$ cat config.mk
export PLATFORM = sky130hd
export DESIGN_NAME = line_edit_buffer_top
export DESIGN_NICKNAME = d
export VERILOG_FILES = /design/src/hw/rtl/leb_pkg.sv /design/src/hw/rtl/leb_ram.sv /design/src/hw/rtl/leb_ctrl.sv /design/src/hw/rtl/line_edit_buffer_top.sv
export SDC_FILE = /design/constraint.sdc
export NUM_CORES = 2
export LEC_CHECK = 0
export ABC_AREA = 1
export BUFFER_PORTS_ARGS = -buffer_cell sky130_fd_sc_hd__buf_2
export CORE_AREA = 2 2 392 782
export DETAILED_ROUTE_END_ITERATION = 7
export DIE_AREA = 0 0 394 784
export HOLD_SLACK_MARGIN = 0.12
export PLACE_DENSITY = 0.42
export RECOVER_POWER = 25
export SLEW_MARGIN = 20
export SYNTH_ARGS = -nofsm -noshare
export SYNTH_HDL_FRONTEND = slang
export SYNTH_HIERARCHICAL = 1
export SYNTH_SLANG_ARGS = --single-unit
$ cat constraint.sdc
create_clock -name clk_i -period 16.45 [get_ports clk_i]
set_input_delay 3.29 -clock clk_i [delete_from_list [all_inputs] [get_ports clk_i]]
set_output_delay 3.29 -clock clk_i [all_outputs]
set_load 0.02 [all_outputs]
$ cat src/hw/rtl/leb_pkg.sv
// leb_pkg: shared types and constants for the line edit buffer.
// Holds the command codes, the sequencer states and the result struct.
// No dependencies.
package leb_pkg;

  localparam int unsigned TextSizeDef = 256;
  localparam int unsigned CharW       = 8;
  localparam int unsigned OpW         = 4;

  // Edit commands
  typedef enum logic [OpW-1:0] {
    OP_HEAD  = 4'd0,
    OP_TAIL  = 4'd1,
    OP_BACK  = 4'd2,
    OP_FWD   = 4'd3,
    OP_DEL   = 4'd4,
    OP_BS    = 4'd5,
    OP_INS   = 4'd6,
    OP_KILL  = 4'd7,
    OP_CLR   = 4'd8,
    OP_TRN   = 4'd9,
    OP_READ  = 4'd10
  } op_e;

  // Sequencer states
  typedef enum logic [3:0] {
    ST_IDLE,
    ST_SHIFT,
    ST_FLUSH,
    ST_INS_WR,
    ST_TR_A,
    ST_TR_B,
    ST_TR_C,
    ST_TR_D,
    ST_RD_WAIT,
    ST_DONE
  } state_e;

  // Result of one command, already cut to port widths
  typedef struct packed {
    logic [CharW-1:0] cursor_pos;
    logic [CharW-1:0] text_length;
    logic [CharW-1:0] read_char;
  } res_t;

endpackage

$ cat src/hw/rtl/leb_ram.sv
// leb_ram: generic single-write, single-read RAM with registered read data.
// No dependencies.
module leb_ram #(
  parameter int unsigned Width = 8,
  parameter int unsigned Depth = 256,
  localparam int unsigned AW   = (Depth > 1) ? $clog2(Depth) : 1
) (
  input  logic             clk_i,
  input  logic             we_i,
  input  logic [AW-1:0]    waddr_i,
  input  logic [Width-1:0] wdata_i,
  input  logic             re_i,
  input  logic [AW-1:0]    raddr_i,
  output logic [Width-1:0] rdata_o
);

  logic [Width-1:0] mem_q [Depth];
  logic [Width-1:0] rdata_q;

  always_ff @(posedge clk_i) begin
    if (we_i) begin
      mem_q[waddr_i] <= wdata_i;
    end
    if (re_i) begin
      rdata_q <= mem_q[raddr_i];
    end
  end

  assign rdata_o = rdata_q;

endmodule

$ cat src/hw/rtl/leb_ctrl.sv
// leb_ctrl: command sequencer with cursor/length registers and one shared
// address stepper that drives the character store. Depends on leb_pkg.
module leb_ctrl import leb_pkg::*; #(
  parameter int unsigned TEXT_SIZE = TextSizeDef,
  localparam int unsigned AW       = $clog2(TEXT_SIZE)
) (
  input  logic             clk_i,
  input  logic             rst_ni,
  // command side
  input  logic             cmd_valid_i,
  output logic             cmd_ready_o,
  input  logic [OpW-1:0]   op_i,
  input  logic [CharW-1:0] ch_i,
  input  logic [CharW-1:0] idx_i,
  // result side
  output logic             res_valid_o,
  input  logic             res_ready_i,
  output res_t             res_o,
  // store port
  output logic             ram_we_o,
  output logic [AW-1:0]    ram_waddr_o,
  output logic [CharW-1:0] ram_wdata_o,
  output logic             ram_re_o,
  output logic [AW-1:0]    ram_raddr_o,
  input  logic [CharW-1:0] ram_rdata_i
);

  localparam int unsigned OW = (AW > CharW) ? AW : CharW;
  localparam logic [AW-1:0] MaxChars = AW'(TEXT_SIZE - 1);

  state_e state_q, state_d;
  logic [AW-1:0]    cur_q, cur_d;
  logic [AW-1:0]    len_q, len_d;
  logic [AW-1:0]    ptr_q, ptr_d;
  logic [AW-1:0]    wa_q, wa_d;
  logic [AW-1:0]    stop_q, stop_d;
  logic             up_q, up_d;
  logic             pend_q, pend_d;
  logic [CharW-1:0] ch_q, ch_d;
  logic [CharW-1:0] tmp_q, tmp_d;
  logic [CharW-1:0] rd_q, rd_d;

  // shared address stepper
  logic          step_up;
  logic [AW-1:0] step_sum;

  logic [AW-1:0] del_pos, len_m1, ins_top, tr_c1, tr_c2;
  logic [OW-1:0] idx_w, len_w, cur_w, lenr_w;

  assign step_sum = step_up ? ptr_q + AW'(1) : ptr_q - AW'(1);

  // command-time helpers
  assign len_m1  = len_q - AW'(1);
  assign del_pos = (op_e'(op_i) == OP_BS) ? cur_q - AW'(1) : cur_q;
  assign ins_top = (len_q != MaxChars) ? len_q : MaxChars - AW'(1);
  assign tr_c1   = (cur_q == '0) ? AW'(1) : cur_q;
  assign tr_c2   = (tr_c1 != len_q) ? tr_c1 + AW'(1) : tr_c1;
  assign idx_w   = OW'(idx_i);
  assign len_w   = OW'(len_q);

  // result fields, low byte of cursor and length
  assign cur_w  = OW'(cur_q);
  assign lenr_w = OW'(len_q);
  assign res_o.cursor_pos  = cur_w[CharW-1:0];
  assign res_o.text_length = lenr_w[CharW-1:0];
  assign res_o.read_char   = rd_q;

  // control registers
  always_ff @(posedge clk_i or negedge rst_ni) begin
    if (!rst_ni) begin
      state_q <= ST_IDLE;
      cur_q   <= '0;
      len_q   <= '0;
      pend_q  <= 1'b0;
    end else begin
      state_q <= state_d;
      cur_q   <= cur_d;
      len_q   <= len_d;
      pend_q  <= pend_d;
    end
  end

  // work registers
  always_ff @(posedge clk_i) begin
    ptr_q  <= ptr_d;
    wa_q   <= wa_d;
    stop_q <= stop_d;
    up_q   <= up_d;
    ch_q   <= ch_d;
    tmp_q  <= tmp_d;
    rd_q   <= rd_d;
  end

  // next state and store control
  always_comb begin
    state_d     = state_q;
    cur_d       = cur_q;
    len_d       = len_q;
    ptr_d       = ptr_q;
    wa_d        = wa_q;
    stop_d      = stop_q;
    up_d        = up_q;
    pend_d      = pend_q;
    ch_d        = ch_q;
    tmp_d       = tmp_q;
    rd_d        = rd_q;
    step_up     = 1'b1;
    cmd_ready_o = 1'b0;
    res_valid_o = 1'b0;
    ram_we_o    = 1'b0;
    ram_waddr_o = wa_q;
    ram_wdata_o = ram_rdata_i;
    ram_re_o    = 1'b0;
    ram_raddr_o = step_sum;

    unique case (state_q)
      ST_IDLE: begin
        cmd_ready_o = 1'b1;
        if (cmd_valid_i) begin
          rd_d    = '0;
          pend_d  = 1'b0;
          state_d = ST_DONE;
          unique case (op_e'(op_i))
            OP_HEAD: cur_d = '0;
            OP_TAIL: cur_d = len_q;
            OP_BACK: begin
              if (cur_q != '0) cur_d = cur_q - AW'(1);
            end
            OP_FWD: begin
              if (cur_q < len_q) cur_d = cur_q + AW'(1);
            end
            OP_DEL, OP_BS: begin
              // backspace is a step back then a delete
              if ((op_e'(op_i) == OP_DEL && cur_q < len_q) ||
                  (op_e'(op_i) == OP_BS && cur_q != '0)) begin
                cur_d = del_pos;
                len_d = len_m1;
                if (del_pos != len_m1) begin
                  ptr_d   = del_pos;
                  up_d    = 1'b1;
                  stop_d  = len_m1;
                  state_d = ST_SHIFT;
                end
              end
            end
            OP_INS: begin
              // zero char and a cursor at the limit are refused
              if (ch_i != '0 && cur_q != MaxChars) begin
                cur_d  = cur_q + AW'(1);
                ch_d   = ch_i;
                stop_d = cur_q;
                if (len_q != MaxChars) len_d = len_q + AW'(1);
                if (ins_top != cur_q) begin
                  ptr_d   = ins_top;
                  up_d    = 1'b0;
                  state_d = ST_SHIFT;
                end else begin
                  state_d = ST_INS_WR;
                end
              end
            end
            OP_KILL: len_d = cur_q;
            OP_CLR: begin
              cur_d = '0;
              len_d = '0;
            end
            OP_TRN: begin
              if (len_q > AW'(1)) begin
                cur_d   = tr_c2;
                ptr_d   = tr_c2 - AW'(2);
                state_d = ST_TR_A;
              end
            end
            OP_READ: begin
              if (idx_w < len_w) begin
                ram_re_o    = 1'b1;
                ram_raddr_o = idx_w[AW-1:0];
                state_d     = ST_RD_WAIT;
              end
            end
            default: ;
          endcase
        end
      end

      // stream one character per cycle: read ahead, write one behind
      ST_SHIFT: begin
        step_up  = up_q;
        ram_re_o = 1'b1;
        ptr_d    = step_sum;
        wa_d     = ptr_q;
        pend_d   = 1'b1;
        ram_we_o = pend_q;
        if (step_sum == stop_q) state_d = ST_FLUSH;
      end

      ST_FLUSH: begin
        ram_we_o = 1'b1;
        state_d  = up_q ? ST_DONE : ST_INS_WR;
      end

      ST_INS_WR: begin
        ram_we_o    = 1'b1;
        ram_waddr_o = stop_q;
        ram_wdata_o = ch_q;
        state_d     = ST_DONE;
      end

      // transpose: read both, then write them crossed
      ST_TR_A: begin
        ram_re_o    = 1'b1;
        ram_raddr_o = ptr_q;
        ptr_d       = step_sum;
        state_d     = ST_TR_B;
      end

      ST_TR_B: begin
        ram_re_o    = 1'b1;
        ram_raddr_o = ptr_q;
        tmp_d       = ram_rdata_i;
        state_d     = ST_TR_C;
      end

      ST_TR_C: begin
        step_up     = 1'b0;
        ram_we_o    = 1'b1;
        ram_waddr_o = ptr_q;
        ram_wdata_o = tmp_q;
        tmp_d       = ram_rdata_i;
        ptr_d       = step_sum;
        state_d     = ST_TR_D;
      end

      ST_TR_D: begin
        ram_we_o    = 1'b1;
        ram_waddr_o = ptr_q;
        ram_wdata_o = tmp_q;
        state_d     = ST_DONE;
      end

      ST_RD_WAIT: begin
        rd_d    = ram_rdata_i;
        state_d = ST_DONE;
      end

      ST_DONE: begin
        res_valid_o = 1'b1;
        if (res_ready_i) state_d = ST_IDLE;
      end

      default: state_d = ST_IDLE;
    endcase
  end

endmodule

$ cat src/hw/rtl/line_edit_buffer_top.sv
// line_edit_buffer_top: single-line text buffer with cursor, one edit command
// per item. Depends on leb_pkg, leb_ctrl and leb_ram.
//
//  channel | direction | handshake              | payload
//  --------+-----------+------------------------+-----------------------------------
//  in      | to block  | in_valid_i / in_ready_o  | op_i, in_char_i, read_index_i
//  out     | from block| out_valid_o / out_ready_i| cursor_pos_o, text_length_o, read_char_o
//
// Cursor moves, kill, clear, unused codes and refused edits go straight to
// done; read waits on the store, and an insert with nothing to move writes
// its character at once. Transpose reads two characters, then writes them
// crossed. Delete and backspace that move characters stream the tail through
// the store one character a cycle; insert streams the other way, then writes
// the new character. The longest item is an insert at the head of a full line.
// Reset empties the buffer at once (no clearing pass); store contents stay.
// A held result in the output register does not block the next item; the
// sequencer waits in its done state only if that register is still full.
module line_edit_buffer_top import leb_pkg::*; #(
  parameter int unsigned TEXT_SIZE = TextSizeDef,
  localparam int unsigned AW       = $clog2(TEXT_SIZE)
) (
  input  logic             clk_i,
  input  logic             rst_ni,
  input  logic             in_valid_i,
  output logic             in_ready_o,
  input  logic [OpW-1:0]   op_i,
  input  logic [CharW-1:0] in_char_i,
  input  logic [CharW-1:0] read_index_i,
  output logic             out_valid_o,
  input  logic             out_ready_i,
  output logic [CharW-1:0] cursor_pos_o,
  output logic [CharW-1:0] text_length_o,
  output logic [CharW-1:0] read_char_o
);

  logic             res_valid, res_ready;
  res_t             res;
  logic             ram_we, ram_re;
  logic [AW-1:0]    ram_waddr, ram_raddr;
  logic [CharW-1:0] ram_wdata, ram_rdata;
  logic             out_valid_q;
  res_t             out_q;

  leb_ctrl #(
    .TEXT_SIZE (TEXT_SIZE)
  ) u_ctrl (
    .clk_i       (clk_i),
    .rst_ni      (rst_ni),
    .cmd_valid_i (in_valid_i),
    .cmd_ready_o (in_ready_o),
    .op_i        (op_i),
    .ch_i        (in_char_i),
    .idx_i       (read_index_i),
    .res_valid_o (res_valid),
    .res_ready_i (res_ready),
    .res_o       (res),
    .ram_we_o    (ram_we),
    .ram_waddr_o (ram_waddr),
    .ram_wdata_o (ram_wdata),
    .ram_re_o    (ram_re),
    .ram_raddr_o (ram_raddr),
    .ram_rdata_i (ram_rdata)
  );

  leb_ram #(
    .Width (CharW),
    .Depth (TEXT_SIZE)
  ) u_store (
    .clk_i   (clk_i),
    .we_i    (ram_we),
    .waddr_i (ram_waddr),
    .wdata_i (ram_wdata),
    .re_i    (ram_re),
    .raddr_i (ram_raddr),
    .rdata_o (ram_rdata)
  );

  // output register
  assign res_ready = !out_valid_q || out_ready_i;

  always_ff @(posedge clk_i or negedge rst_ni) begin
    if (!rst_ni) begin
      out_valid_q <= 1'b0;
    end else if (res_ready) begin
      out_valid_q <= res_valid;
    end
  end

  always_ff @(posedge clk_i) begin
    if (res_valid && res_ready) begin
      out_q <= res;
    end
  end

  assign out_valid_o   = out_valid_q;
  assign cursor_pos_o  = out_q.cursor_pos;
  assign text_length_o = out_q.text_length;
  assign read_char_o   = out_q.read_char;

  // an accepted command always leaves the idle state
  a_busy_after_accept: assert property (@(posedge clk_i) disable iff (!rst_ni)
    in_valid_i && in_ready_o |=> !in_ready_o)
    else $error("sequencer still ready after accepting an item");

  // a handed-over result shows up on the output
  a_result_lands: assert property (@(posedge clk_i) disable iff (!rst_ni)
    res_valid && res_ready |=> out_valid_o)
    else $error("result lost between sequencer and output register");

  // cursor never passes the end of the text
  a_cursor_in_text: assert property (@(posedge clk_i) disable iff (!rst_ni)
    out_valid_o |-> (TEXT_SIZE > 256) || (cursor_pos_o <= text_length_o))
    else $error("cursor beyond text length");

  // no store write while waiting for a command
  a_no_idle_write: assert property (@(posedge clk_i) disable iff (!rst_ni)
    in_ready_o |-> !ram_we)
    else $error("store written while idle");

endmodule
==> impl_metrics.csv <==
group,metric,value,unit
critical_path,path_cells,"inv_1 -> nand2_1 -> nor2_1 -> clkbuf_1 -> nor2_1 -> clkbuf_1 -> nand2_1 -> nand3_1 -> clkbuf_1",
sta,clock_skew,0.0526,ns
critical_path,critical_path_required,15.81,ns
synth,synth_top_area_share,70.7,%
synth,synth.area.top_cells,"edfxtp_1 71%, nand3_1 12%, nand2_1 9.9%",
die,rows,286,
critical_path,worstSetupEndpoint,"u_store/mem_q[205][0]",
sta,setup_slack,4.88,ns
sta,hold_slack,0.424,ns
route,vias,60700,
clocking,ctsHoldBuffers,0,
synth,synth_edf_count,2129,
clocking,cts_setup_buffers,0,
global_routing,grt_pass1_wl,454000,µm
route,via_per_inst,5.07,
route,avgRoutedWirePerCell,26.7,µm
sta,rsz0062_at_grt,"no",
synth,postSynthAreaPerCell,11.4,µm²
clocking,cts_resized,0,
critical_path,end_kind,"flip-flop",
die,io_pins,50,
die,die_area,309000,µm²
critical_path,rr_endpoint,"u_store/mem_q[205][0]",
route,drc,0,
sta,max_slew.worst_pin.slew,8.75,ns
clocking,clkLatencyLatePin,0.86,ns
sta,hold_viol_final,0,
synth,synth.yosys.seq_area_share,71.3,%
critical_path,arrival,10.93,ns
critical_path,startpoint_type,"flip-flop",
critical_path,cp.depth,9,
clocking,root_buffer,"clkbuf_16",
critical_path,r2r_setup_slack,4.88,ns
critical_path,cp_num_buf_inv,4,
route,drt-initial-drc-count,4726,
sta,setup_tns,0,ns
synth,synth.cell_area,90400,µm²
synth,synth_cell_types,51,
sta,slew_headroom,-483,%
synth,ys_ff_latch,2151,
finish,drive_gt1_share,6.23,%
finish,syn_to_final_growth,10.7,%
status,status,"complete, but fails checks",
status,violations,"capacitance limit, slew limit",
global_routing,gr-total-overflow,0,
route,postRouteAntennaNets,0,
synth,synthCells,7940,
synth,post-synth-top-count-cell,"nand2_1",
global_routing,antenna_found_initial,9,
synth,synthArstFlopShare,1.02,%
clocking,h-tree-depth,4,
critical_path,rr_startpoint,"u_ctrl/state_q[3]",
route,firstDrtPassIters,6,
finish,nets,7844,
clocking,cts.clk_slew.worst_paths,0.07,ns
die,core,303000,µm²
sta,slew_violations,1417,
clocking,cts_buffer_depth,4,
critical_path,critPathTopFamily,"buffers and inverters",
placement,io_buffers,49,
clocking,cts_tree,"built",
worst_hold_path,holdCritPathClass,"reg2reg",
sta,finalSetupViolations,0,
clocking,cts-buffers-inserted,197,
die,die_x,394,µm
global_routing,grt_use_total,20.2,%
placement,dpl_worst_slack,6.34,ns
critical_path,crit_start,"u_ctrl/state_q[3]",
job,drv_cap,18,
global_routing,grt_pass1_vias,60900,
critical_path,worst_r2r_path_depth,9,
synth,yosys_warnings,6,
critical_path,critical-path-max-stage-delay,6.10,ns
critical_path,critPathMaxFanout,159,
sta,final.period_utilization,70.4,%
placement,gp_congestion,0.979,
critical_path,critPathKind,"reg2reg",
global_routing,grt_max_degree,216,
synth,synthFlopType,"edfxtp_1",
finish,fin_util,33.0,%
die,die_y,784,µm
sta,period_needed,11.57,ns
route,drt_wl_total,319000,µm
critical_path,cpMaxStageDelayCell,"clkbuf_1",
synth,synth_fp_nets,7991,
sta,max_freq,86.4,MHz
synth,yosys.area.top_type,"edfxtp_1",
clocking,cts.sinks,2151,
placement,dp_hpwl,200000,µm
die,start_util,29.8,%
critical_path,crit_path_frequent_cell,"clkbuf_1",
synth,netlist_top_cells_count,"2381 x nand2_1, 2129 x edfxtp_1, 2109 x nand3_1, 380 x nor2_1, 275 x buf_2",
[cells in the final DEF (no fill, tap or decap), drive strengths merged, types with 2 or more instances in the layout]
cell type / Yosys / routed
o221ai: 7 / 7
clkbuf: 121 / 276
nor3: 12 / 12
o2111ai: 3 / 3
nand3: 2111 / 2111
dfrtp: 22 / 22
buf: 386 / 136
or2: 3 / 3
o21a: 3 / 3
xor2: 7 / 7
inv: 149 / 153
a211oi: 2 / 2
o21ai: 62 / 62
nand4: 18 / 18
nand3b: 6 / 6
ha: 26 / 26
a221oi: 2 / 2
a21oi: 33 / 33
bufinv: 0 / 9
diode: 0 / 3
nor4: 2 / 2
o31ai: 3 / 3
edfxtp: 2129 / 2129
o211ai: 13 / 13
clkinv: 1 / 81
and2: 2 / 2
clkinvlp: 0 / 3
nor2: 400 / 400
xnor2: 4 / 4
nand2: 2395 / 2395
o22ai: 7 / 7
a22oi: 7 / 7
[stage by stage]
step,area [µm²],cells
3_5_place_dp,94400,11600
6_report,100000,12000
2_1_floorplan,90400,7940
4_1_cts,100000,12000
3_3_place_gp,94400,11600
5_1_grt,100000,12000
[worst min path at each step]
stage	from	to	slack, ns	cells past startpoint
detailed placement	u_ctrl/rd_q[6]	read_char_o[6]	0.41	0
floorplan	u_ctrl/rd_q[0]	read_char_o[0]	0.40	0
global route	u_ctrl/rd_q[3]	read_char_o[3]	0.44	0
CTS	u_ctrl/rd_q[3]	read_char_o[3]	0.43	0
finish	u_ctrl/rd_q[0]	read_char_o[0]	0.42	0
global placement	u_ctrl/rd_q[3]	read_char_o[3]	0.42	0
[final cells by class]
| type | count | area, µm² |
|---|---|---|
| clock inverter | 96 | 692 |
| sequential | 2151 | 64500 |
| timing repair buffer | 161 | 1110 |
| multi-input combinational | 5132 | 22900 |
| fill | 30400 | 203000 |
| tap | 4032 | 5040 |
| clock buffer | 251 | 5250 |
| inverter | 150 | 601 |
| antenna | 3 | 7.51 |
[state kept, by name, indices dropped and copies added (netlist names)]
| signal | cells |
|---|---|
| u_ctrl/state_q | 4 |
| u_store/rdata_o | 8 |
| u_ctrl/ch_q | 8 |
| u_ctrl/ptr_q | 8 |
| u_ctrl/cur_q | 8 |
| text_length_o | 8 |
| u_ctrl/pend_q | 1 |
| u_ctrl/wa_q | 8 |
| u_ctrl/stop_q | 8 |
| read_char_o | 8 |
| u_ctrl/tmp_q | 8 |
| out_valid_o | 1 |
| cursor_pos_o | 8 |
| u_ctrl/up_q | 1 |
| u_ctrl/len_q | 8 |
| u_store/mem_q | 2048 |
| u_ctrl/rd_q | 8 |
[kinds of logic after synthesis]
logic type | synth area share [%]
compound gates | 0.968
buf+inv | 3.50
fa+ha+maj | 0.382
flops | 71.3
xor+xnor | 0.107
simple gates | 23.7
[layer usage]
layer	global-route usage, %	part of all wire, %	vias up
li1	-	-	27700
met1	21.0	35	30700
met2	39.2	55	1701
met3	1.79	3.5	627
met4	11.3	6.4	2
met5	0	0.0041	-
Power is not shown: default switching activity piles up to over one toggle a cycle in this logic, so the estimate is an artifact.
